## config.mk

```make
export PLATFORM = sky130hd
export DESIGN_NAME = rfud_ctrl
export DESIGN_NICKNAME = d
export VERILOG_FILES = /design/src/rtl/rfud_pkg.sv /design/src/rtl/rfud_ctrl.sv
export SDC_FILE = /design/constraint.sdc
export NUM_CORES = 1
export LEC_CHECK = 0
export ABC_AREA = 1
export ABC_CLOCK_PERIOD_IN_PS = 2460
export BUFFER_PORTS_ARGS = -buffer_cell sky130_fd_sc_hd__buf_4
export CELL_PAD_IN_SITES_DETAIL_PLACEMENT = 0
export CELL_PAD_IN_SITES_GLOBAL_PLACEMENT = 1
export CORE_AREA = 2 2 39 41
export DETAILED_ROUTE_END_ITERATION = 10
export DIE_AREA = 0 0 41 43
export GPL_TIMING_DRIVEN = 0
export PLACE_DENSITY = 0.43
export SLEW_MARGIN = 20
export SYNTH_ARGS = -nofsm -noshare
export SYNTH_HDL_FRONTEND = slang
export SYNTH_SLANG_ARGS = --single-unit
```

## constraint.sdc

```tcl
create_clock -name i_clk -period 2.46 [get_ports i_clk]
set_clock_uncertainty 0.15 [all_clocks]
set_input_delay 0.492 -clock i_clk [delete_from_list [all_inputs] [get_ports i_clk]]
set_output_delay 0.492 -clock i_clk [all_outputs]
set_load 0.01 [all_outputs]
```

## src/rtl/rfud_pkg.sv

```systemverilog
package rfud_pkg;

    localparam int DEPTH_DEF   = 1024;
    localparam int IN_TDATA_W  = 32;
    localparam int IN_TUSER_W  = 2;
    localparam int OUT_TDATA_W = 152;
    localparam int CFG_DATA_W  = 15;

    localparam logic [14:0] CLAMP_LIMIT_RST = 15'd32112;
    localparam logic [14:0] DECAY_GAIN_RST  = 15'd32276;

    localparam logic CFG_CLAMP_LIMIT = 1'b0;
    localparam logic CFG_DECAY_GAIN  = 1'b1;

    typedef enum logic [1:0] {
        MODE_WRITE = 2'd0,
        MODE_TICK  = 2'd1,
        MODE_DROP  = 2'd2
    } t_mode;

    typedef enum logic [1:0] {
        S_IDLE,
        S_EXEC,
        S_DECAY
    } t_state;

    typedef struct packed {
        logic load;
        logic mult;
        logic commit;
    } t_dp_cmd;

    typedef struct packed {
        logic underrun_tick;
        logic out_free;
    } t_dp_sts;

endpackage

```

## src/rtl/rfud_ctrl.sv

```systemverilog
module rfud_ctrl (
    input  logic             i_clk,
    input  logic             i_rst_n,
    input  logic             i_s_valid,
    output logic             o_s_ready,
    output rfud_pkg::t_dp_cmd o_cmd,
    input  rfud_pkg::t_dp_sts i_sts
);
    import rfud_pkg::*;

    t_state r_state;
    t_state n_state;

    always_ff @(posedge i_clk) begin
        if (!i_rst_n) begin
            r_state <= S_IDLE;
        end else begin
            r_state <= n_state;
        end
    end

    always_comb begin
        n_state = r_state;
        unique case (r_state)
            S_IDLE: begin
                if (i_s_valid) begin
                    n_state = S_EXEC;
                end
            end
            S_EXEC: begin
                if (i_sts.underrun_tick) begin
                    n_state = S_DECAY;
                end else if (i_sts.out_free) begin
                    n_state = S_IDLE;
                end
            end
            S_DECAY: begin
                if (i_sts.out_free) begin
                    n_state = S_IDLE;
                end
            end
            default: n_state = S_IDLE;
        endcase
    end

    always_comb begin
        o_s_ready    = 1'b0;
        o_cmd        = '0;
        unique case (r_state)
            S_IDLE: begin
                o_s_ready  = 1'b1;
                o_cmd.load = i_s_valid;
            end
            S_EXEC: begin
                o_cmd.mult   = i_sts.underrun_tick;
                o_cmd.commit = !i_sts.underrun_tick && i_sts.out_free;
            end
            S_DECAY: begin
                o_cmd.commit = i_sts.out_free;
            end
            default: begin
                o_s_ready = 1'b0;
            end
        endcase
    end

    a_load_to_exec: assert property (@(posedge i_clk) disable iff (!i_rst_n)
        o_cmd.load |=> r_state == S_EXEC)
        else $error("load did not enter execute");
    a_commit_free: assert property (@(posedge i_clk) disable iff (!i_rst_n)
        o_cmd.commit |-> i_sts.out_free)
        else $error("commit while output register busy");
    a_mult_to_decay: assert property (@(posedge i_clk) disable iff (!i_rst_n)
        o_cmd.mult |=> r_state == S_DECAY)
        else $error("multiply did not enter decay");

endmodule

```

==> results.yml, run 1 <==
clocking:
  insertion_delay_ns: 0.23
  clockBufferDepth: 2
  cts_tree: "done"
  ctsHoldBuffers: 0
  htree_levels: 1
  cts_post_setup_buffers_inserted: 0
  clk_pin_slew_ns: 0.03
  cts_sinks: 2
  cts_inserted_buffers: 3
  cts.repair.resized: 0
  root_buffer: "clkbuf_4"
final_layout:
  utilization: 0.2269
  final_common_cell: "nand2_1"
  diodes: 0
  fin_area_um2: 314.1
  stdcell_count: 60
  reg_top3: "r_state x2"
  drive_above_1_share: 0.4545
  fin_nets: 55
  final_cell_mix: "nand2_1 (9), buf_4 (8), inv_1 (4), inv_2 (4), ha_1 (4)"
  largest_reg_flops: 2
  top_register: "r_state"
  syn_to_final_growth_pct: 48.52
yosys:
  synth_top_area_cell: "ha_1"
  seq_area_frac_synth: 0.1893
  ys_ff_latch: 2
  syn_nets: 42
  synth_cell_types: 12
  yosys-top-cells-area: "ha_1 (24%), dfxtp_1 (19%), nand2_1 (16%)"
  syn_area_per_cell_um2: 6.408
  synth.top_cell.area_share: 0.2367
  postSynthCellCount: 33
  yosysWarnings: 0
  syn_area_um2: 211.5
global_routing:
  grt_pass1_vias: 221
  track_usage: 0.07700
  antenna_found_initial: 0
  overflow: 0
  grt_max_degree: 5
  grt_pass1_wl_um: 841
power_and_ir_drop:
  p_switching_mw: 0.05170
  pwr-share-comb: 0.297
  p_total_mw: 0.1632
  vdd_ir_drop_max_mv: 0.2124
  p_seq_frac: 0.232
  p_clk_frac: 0.471
  intPower_mw: 0.1115
  leakage_nw: 0.1698
  p_sw_frac: 0.3168
  p_per_area_nw_per_um2: 519.5
worst_setup_path:
  critPathRequiredTime_ns: 1.82
  reg2reg_to: "r_state[1]"
  arrival_ns: 1.25
  crit_path_max_incr_delay_ns: 0.37
  crit_type: "flip-flop to primary output"
  crit_chain: "inv_1 > ha_1 > nand2_1 > nor2_1 > buf_4"
  rr_startpoint: "r_state[0]"
  rr_worst_depth: 7
  cp_top_family: "flip-flops"
  regToRegSetupSlack_ns: 1.14
  cp_max_fo: 4
  critPathCaptureType: "primary output"
  path_buf_inv: 2
  critPathLaunchType: "flip-flop"
  cpMaxStageDelayCell: "dfxtp_1"
detailed_routing:
  vias_per_cell: 3.767
  dr_total_vias: 226
  drt-initial-drc-count: 1
  wl_per_cell_um: 7.967
  postRouteAntennaNets: 0
  wl_um: 478
  first_pass_iters: 3
  route.detailed.drc: 0
die:
  die_w_um: 41
  die_h_um: 43
  start_util: 0.1528
  fp-row-count: 14
  ios: 9
  core_area_um2: 1384
  die_area_um2: 1763
place:
  port_buffers: 8
  place_congestion: 0.6149
  dp.cells: 57
  postPlaceCellArea_um2: 291.5
timing:
  finalSetupViolCount: 0
  tightestPinTransition_ns: 0.1591
  slew_headroom: 0.8938
  post-route-min-period_ns: 1.890
  slew_viol_final: 0
  fin_crit_sh: 0.7683
  tns_ns: 0
  fmax_mhz: 529.1
  hold_violations: 0
  rsz0062_at_grt: "no"
min_path:
  whs_endpoint: "r_state[0]"
  min_path_type: "primary input to flip-flop"
  hold_start: "i_rst_n"
  whs_path_depth: 3
outcome:
  status: "completed"
flow_run:
  max-cap-violations: 0
## metal layers
layer,track usage,part of all wire,vias up
met5,0,0,-
met3,0.03141,0.075,2
met1,0.08571,0.39,96
met2,0.09063,0.48,7
met4,0.1000,0.044,0
li1,-,-,121
## cells in the mapped netlist
cell type	n
nand2_1	9
ha_1	4
inv_1	4
inv_2	4
nor2_2	3
dfxtp_1	2
nand3_1	2
a21oi_1	1
a21oi_2	1
nand2_2	1
nor2_1	1
o21ai_1	1
## power by group through the flow
| stage | Sequential (mW) | Combinational, mW | Clock, mW |
|---|---|---|---|
| global placement | 0.0384 | 0.0491 | 0 |
| CTS | 0.0380 | 0.0495 | 0.0838 |
| finish | 0.0379 | 0.0485 | 0.0768 |
| global route | 0.0384 | 0.0557 | 0.0842 |
| detailed placement | 0.0385 | 0.0493 | 0 |
| floorplan | 0.0378 | 0.0309 | 0 |
## worst max-delay path by stage
stage | end | cells after the start | start | slack, ns
finish | o_cmd[0] | 5 | r_state[1] | 0.57
global route | o_cmd[0] | 7 | r_state[0] | 0.46
CTS | o_cmd[0] | 5 | r_state[1] | 0.53
detailed placement | o_cmd[0] | 5 | r_state[1] | 0.79
global placement | o_cmd[0] | 7 | r_state[0] | 0.80
floorplan | o_cmd[0] | 4 | r_state[0] | 0.91
## per-stage QoR
step | hold slack, ns | setup WS (ns)
floorplan | 0.3242 | 0.9148
global placement | 0.3527 | 0.8041
detailed placement | 0.3629 | 0.7909
CTS | 0.3529 | 0.5338
global route | 0.3739 | 0.4632
finish | 0.3557 | 0.5699
## area by class of cell
cell class / instances / area, um2
multi-input combinational: 23 / 141.4
fill: 173 / 1070
sequential: 2 / 40.04
tap: 16 / 20.02
timing repair buffer: 8 / 60.06
inverter: 8 / 30.03
clock buffer: 3 / 22.52
## cell families (layout without fill, tap and decap cells)
family          after synthesis  in the layout  share of synthesized area
simple gates                 16             16                     0.3432
buf+inv                       8             19                     0.1420
fa+ha+maj                     4              4                     0.2367
compound gates                3              3                    0.08872
flops                         2              2                     0.1894
## worst min-delay path, delay by kind of cell
family,cells,cell delay [ns]
buffers and inverters,2,0.11
AOI/OAI and AO/OA,1,0.09
Note: power is estimated with default switching activity, not from simulation.
==> run 2: changes to the inputs <==
--- a/config.mk
+++ b/config.mk
@@ -6,7 +6,7 @@
 export NUM_CORES = 1
 export LEC_CHECK = 0
 export ABC_AREA = 1
-export ABC_CLOCK_PERIOD_IN_PS = 2460
+export ABC_CLOCK_PERIOD_IN_PS = 1800
 export BUFFER_PORTS_ARGS = -buffer_cell sky130_fd_sc_hd__buf_4
 export CELL_PAD_IN_SITES_DETAIL_PLACEMENT = 0
 export CELL_PAD_IN_SITES_GLOBAL_PLACEMENT = 1
==> constraint.sdc (replaced) <==
create_clock -name i_clk -period 1.8 [get_ports i_clk]
set_clock_uncertainty 0.15 [all_clocks]
set_input_delay 0.36 -clock i_clk [delete_from_list [all_inputs] [get_ports i_clk]]
set_output_delay 0.36 -clock i_clk [all_outputs]
set_load 0.01 [all_outputs]
==> run 2 against run 1 <==
Effect of this change: register-to-register slack worse by 0.61 ns; die area did not move; clock power up 37%; worst hold slack lost 0.13 ns; first-iteration DRC count grew to 3.0 times the previous value; sequential cell count did not move; sequential share of layout area rose by 1.2 points; final cell count unchanged; critical path depth is 2 higher; core utilization is 0.72 points higher; critical path type unchanged; highest routed layer unchanged.
==> results.yml, run 2 (synthesis results as in run 1) <==
outcome:
  status: "completed"
global_routing:
  overflow: 0
  grt_pass1_vias: 221
  grt_max_degree: 5
  antenna_found_initial: 0
  grt_pass1_wl_um: 841
  track_usage: 0.07700
clocking:
  cts_sinks: 2
  ctsHoldBuffers: 0
  clockBufferDepth: 2
  insertion_delay_ns: 0.23
  htree_levels: 1
  cts.repair.resized: 0
  clk_pin_slew_ns: 0.03
  root_buffer: "clkbuf_4"
  cts_post_setup_buffers_inserted: 0
  cts_tree: "done"
  cts_inserted_buffers: 3
power_and_ir_drop:
  pwr-share-comb: 0.297
  p_switching_mw: 0.07093
  p_clk_frac: 0.467
  intPower_mw: 0.1534
  p_total_mw: 0.2243
  leakage_nw: 0.1685
  p_sw_frac: 0.3162
  p_seq_frac: 0.235
  p_per_area_nw_per_um2: 692.3
  vdd_ir_drop_max_mv: 0.2949
worst_setup_path:
  cp_max_fo: 4
  critPathRequiredTime_ns: 1.29
  critPathCaptureType: "primary output"
  arrival_ns: 1.20
  critPathLaunchType: "flip-flop"
  crit_type: "flip-flop to primary output"
timing:
  fin_crit_sh: 0.9492
  tightestPinTransition_ns: 0.1393
  finalSetupViolCount: 0
  hold_violations: 0
  final.setup.worst_slack_ns: 0.09143
  slew_viol_final: 0
  post-route-min-period_ns: 1.709
  slew_headroom: 0.9070
  tns_ns: 0
  fmax_mhz: 585.3
  fin_hold_ws_ns: 0.2231
detailed_routing:
  route.detailed.drc: 0
  wl_um: 492
  dr_total_vias: 222
  wl_per_cell_um: 8.200
  drt-initial-drc-count: 3
  first_pass_iters: 3
  vias_per_cell: 3.700
  postRouteAntennaNets: 0
final_layout:
  top_register: "r_state"
  reg_top3: "r_state x2"
  drive_above_1_share: 0.5682
  largest_reg_flops: 2
  syn_to_final_growth_pct: 53.25
  diodes: 0
  final_common_cell: "nand2_1"
  fin_nets: 55
  stdcell_count: 60
  final_cell_mix: "nand2_1 (9), buf_4 (8), inv_2 (5)"
die:
  die_area_um2: 1763
  start_util: 0.1528
  ios: 9
  fp-row-count: 14
  core_area_um2: 1384
  die_w_um: 41
  die_h_um: 43
place:
  place_congestion: 0.6149
  dp.cells: 57
  port_buffers: 8
  post-place-ws_ns: 0.2629
flow_run:
  max-cap-violations: 0
min_path:
  min_path_type: "primary input to flip-flop"
## run 2: layer usage
layer / track usage / vias to the layer above / share of wire
li1: - / 121 / -
met1: 0.08571 / 92 / 0.38
met2: 0.09063 / 7 / 0.50
met3: 0.03141 / 2 / 0.073
met4: 0.1000 / 0 / 0.043
met5: 0 / - / 0
## run 2: worst max-delay path, stage by stage, from the launching register on
cell     delay [ns]
dfxtp_4        0.34
inv_2          0.08
ha_2           0.17
inv_2          0.04
nand2_1        0.07
nand2_1        0.05
nor2_1         0.09
buf_4          0.13
## run 2: power groups by stage
stage	logic, mW	registers, mW	clock network (mW)
finish	0.0667	0.0528	0.105
global route	0.0774	0.0534	0.115
CTS	0.0676	0.0520	0.115
detailed placement	0.0674	0.0526	0
global placement	0.0671	0.0525	0
floorplan	0.0422	0.0517	0
## run 2: final timing paths
kind                   start    endpoint  slack [ns]  depth (start not counted)
setup / recovery  r_state[0]    o_cmd[0]        0.09                          7
hold / removal       i_rst_n  r_state[0]        0.22                          3
setup reg to reg  r_state[0]  r_state[1]        0.53                          7
hold reg to reg   r_state[1]  r_state[1]        0.34                          2
## run 2: final cells by class
type / count / area, um2
clock buffer: 3 / 22.52
fill: 175 / 1060
inverter: 8 / 30.03
multi-input combinational: 23 / 146.4
sequential: 2 / 45.04
tap: 16 / 20.02
timing repair buffer: 8 / 60.06
## run 2: metrics by stage
stage                       util  instance area [um2]
after floorplan                -                211.5
after global placement    0.2107                291.5
after detailed placement  0.2107                291.5
after CTS                 0.2269                314.1
after global routing      0.2342                324.1
final                     0.2342                324.1
==> run 3: changes to the inputs <==
==> constraint.sdc (replaced) <==
create_clock -name i_clk -period 1.8 [get_ports i_clk]
set_clock_uncertainty 0.15 [all_clocks]
set_input_delay 0.36 -clock i_clk [delete_from_list [all_inputs] [get_ports i_clk]]
set_output_delay 0.36 -clock i_clk [all_outputs]
set_load 0.02 [all_outputs]
==> run 3 against run 2 <==
Effect of this change: worst hold slack about the same; via count grew 3.2%; final cell count increased by 1.7%; sequential cell count unchanged; fmax is 0.14% lower; non-clock buffer count up 1; sequential power is 1% higher; count of clock-buffer cells in the layout is the same; critical path type unchanged.
==> results.yml, run 3 (synthesis results as in run 1) <==
outcome:
  status: "completed"
final_layout:
  final_cell_mix: "buf_4 (9), nand2_1 (8)"
  n_fill_cell: 173
  fin_nets: 56
  stdcell_count: 61
  reg_top3: "r_state x2"
  top_register: "r_state"
  largest_reg_flops: 2
  final_common_cell: "buf_4"
  syn_to_final_growth_pct: 71.01
  diodes: 0
  drive_above_1_share: 0.6000
clocking:
  root_buffer: "clkbuf_4"
  htree_levels: 1
  cts_sinks: 2
  insertion_delay_ns: 0.23
  cts_inserted_buffers: 3
  clk_pin_slew_ns: 0.03
  ctsHoldBuffers: 0
  clockBufferDepth: 2
  cts_tree: "done"
timing:
  rsz0062_at_grt: "no"
  hold_violations: 0
  fmax_mhz: 584.5
  post-route-min-period_ns: 1.711
  tns_ns: 0
  finalSetupViolCount: 0
  tightestPinTransition_ns: 0.1389
  slew_headroom: 0.9073
  slew_viol_final: 0
  fin_crit_sh: 0.9505
worst_setup_path:
  critPathRequiredTime_ns: 1.29
  crit_start: "r_state[1]"
  arrival_ns: 1.20
  critPathCaptureType: "primary output"
  critPathLaunchType: "flip-flop"
  cp-endpoint: "o_cmd[0]"
  cp_max_fo: 4
  crit_type: "flip-flop to primary output"
  reg2reg_to: "r_state[1]"
  rr_startpoint: "r_state[0]"
  rr_worst_depth: 7
  regToRegSetupSlack_ns: 0.51
place:
  port_buffers: 8
  dp.cells: 57
  place_congestion: 0.6149
die:
  ios: 9
  core_area_um2: 1384
  fp-row-count: 14
  die_h_um: 43
  die_w_um: 41
  start_util: 0.1528
  die_area_um2: 1763
power_and_ir_drop:
  p_per_area_nw_per_um2: 663.7
  p_seq_frac: 0.223
  p_total_mw: 0.2400
  p_sw_frac: 0.3411
  leakage_nw: 0.1790
  p_clk_frac: 0.436
  intPower_mw: 0.1581
  pwr-share-comb: 0.341
  p_switching_mw: 0.08186
  vdd_ir_drop_max_mv: 0.3063
detailed_routing:
  wl_um: 530
  drt-initial-drc-count: 2
  wl_per_cell_um: 8.689
  dr_total_vias: 229
  first_pass_iters: 3
  vias_per_cell: 3.754
  postRouteAntennaNets: 0
  route.detailed.drc: 0
min_path:
  whs_path_depth: 3
  min_path_type: "primary input to flip-flop"
flow_run:
  max-cap-violations: 0
global_routing:
  track_usage: 0.07700
  grt_pass1_wl_um: 841
  grt_max_degree: 5
  overflow: 0
  grt_pass1_vias: 221
  antenna_found_initial: 0
-- run 3: metal layers --
layer,track usage,part of all wire,up-vias
met4,0.1000,0.040,0
li1,-,-,123
met2,0.09063,0.48,7
met3,0.03141,0.068,2
met5,0,0,-
met1,0.08571,0.41,97
-- run 3: worst min path at each step --
stage | start | to | slack, ns
after floorplan | r_state[1] | r_state[1] | 0.32
after global placement | r_state[1] | r_state[1] | 0.35
after detailed placement | r_state[1] | r_state[1] | 0.36
after CTS | i_rst_n | r_state[0] | 0.22
after global routing | i_rst_n | r_state[0] | 0.24
final | i_rst_n | r_state[0] | 0.22
-- run 3: cell type report --
| type | instances | area [um2] | share of cell area |
|---|---|---|---|
| clock buffers | 3 | 22.52 | 0.06228 |
| inverters | 8 | 35.03 | 0.09689 |
| multi-input cells | 23 | 168.9 | 0.4671 |
| flip-flops and latches | 2 | 47.55 | 0.1315 |
| well taps | 16 | 20.02 | 0.05536 |
| repair buffers | 9 | 67.56 | 0.1869 |
-- run 3: power by group through the flow --
stage	combinational [mW]	clock, mW	sequential (mW)
2_1_floorplan	0.0483	0	0.0517
3_3_place_gp	0.0731	0	0.0525
3_5_place_dp	0.0734	0	0.0526
4_1_cts	0.0737	0.115	0.0527
5_1_grt	0.0924	0.115	0.0541
6_report	0.0819	0.105	0.0534
-- run 3: per-stage QoR --
step           utilization  area (um2)  setup WS, ns  hold slack [ns]
2_1_floorplan            -       211.5        0.2645           0.3243
3_3_place_gp        0.2107       291.5        0.2622           0.3527
3_5_place_dp        0.2107       291.5        0.2423           0.3629
4_1_cts             0.2288       316.6       0.01996           0.2207
5_1_grt             0.2613       361.6       0.01708           0.2412
6_report            0.2613       361.6       0.08910           0.2233
-- run 3: timing repair --
| action | 4_1_cts | 5_1_grt |
|---|---|---|
| hold endpoints to repair | 0 | 0 |
| setup buffers | 0 | 1 |
| resized for setup | 2 | 10 |
| pin swaps | 0 | 1 |
| endpoints found under the setup margin | 1 | 1 |
-- run 3: worst max-delay path: stages (launching register included) --
cell and delay [ns]:
dfxtp_4 0.37, inv_4 0.05, ha_1 0.26, nand2_1 0.05, nor2_1 0.09, buf_4 0.15
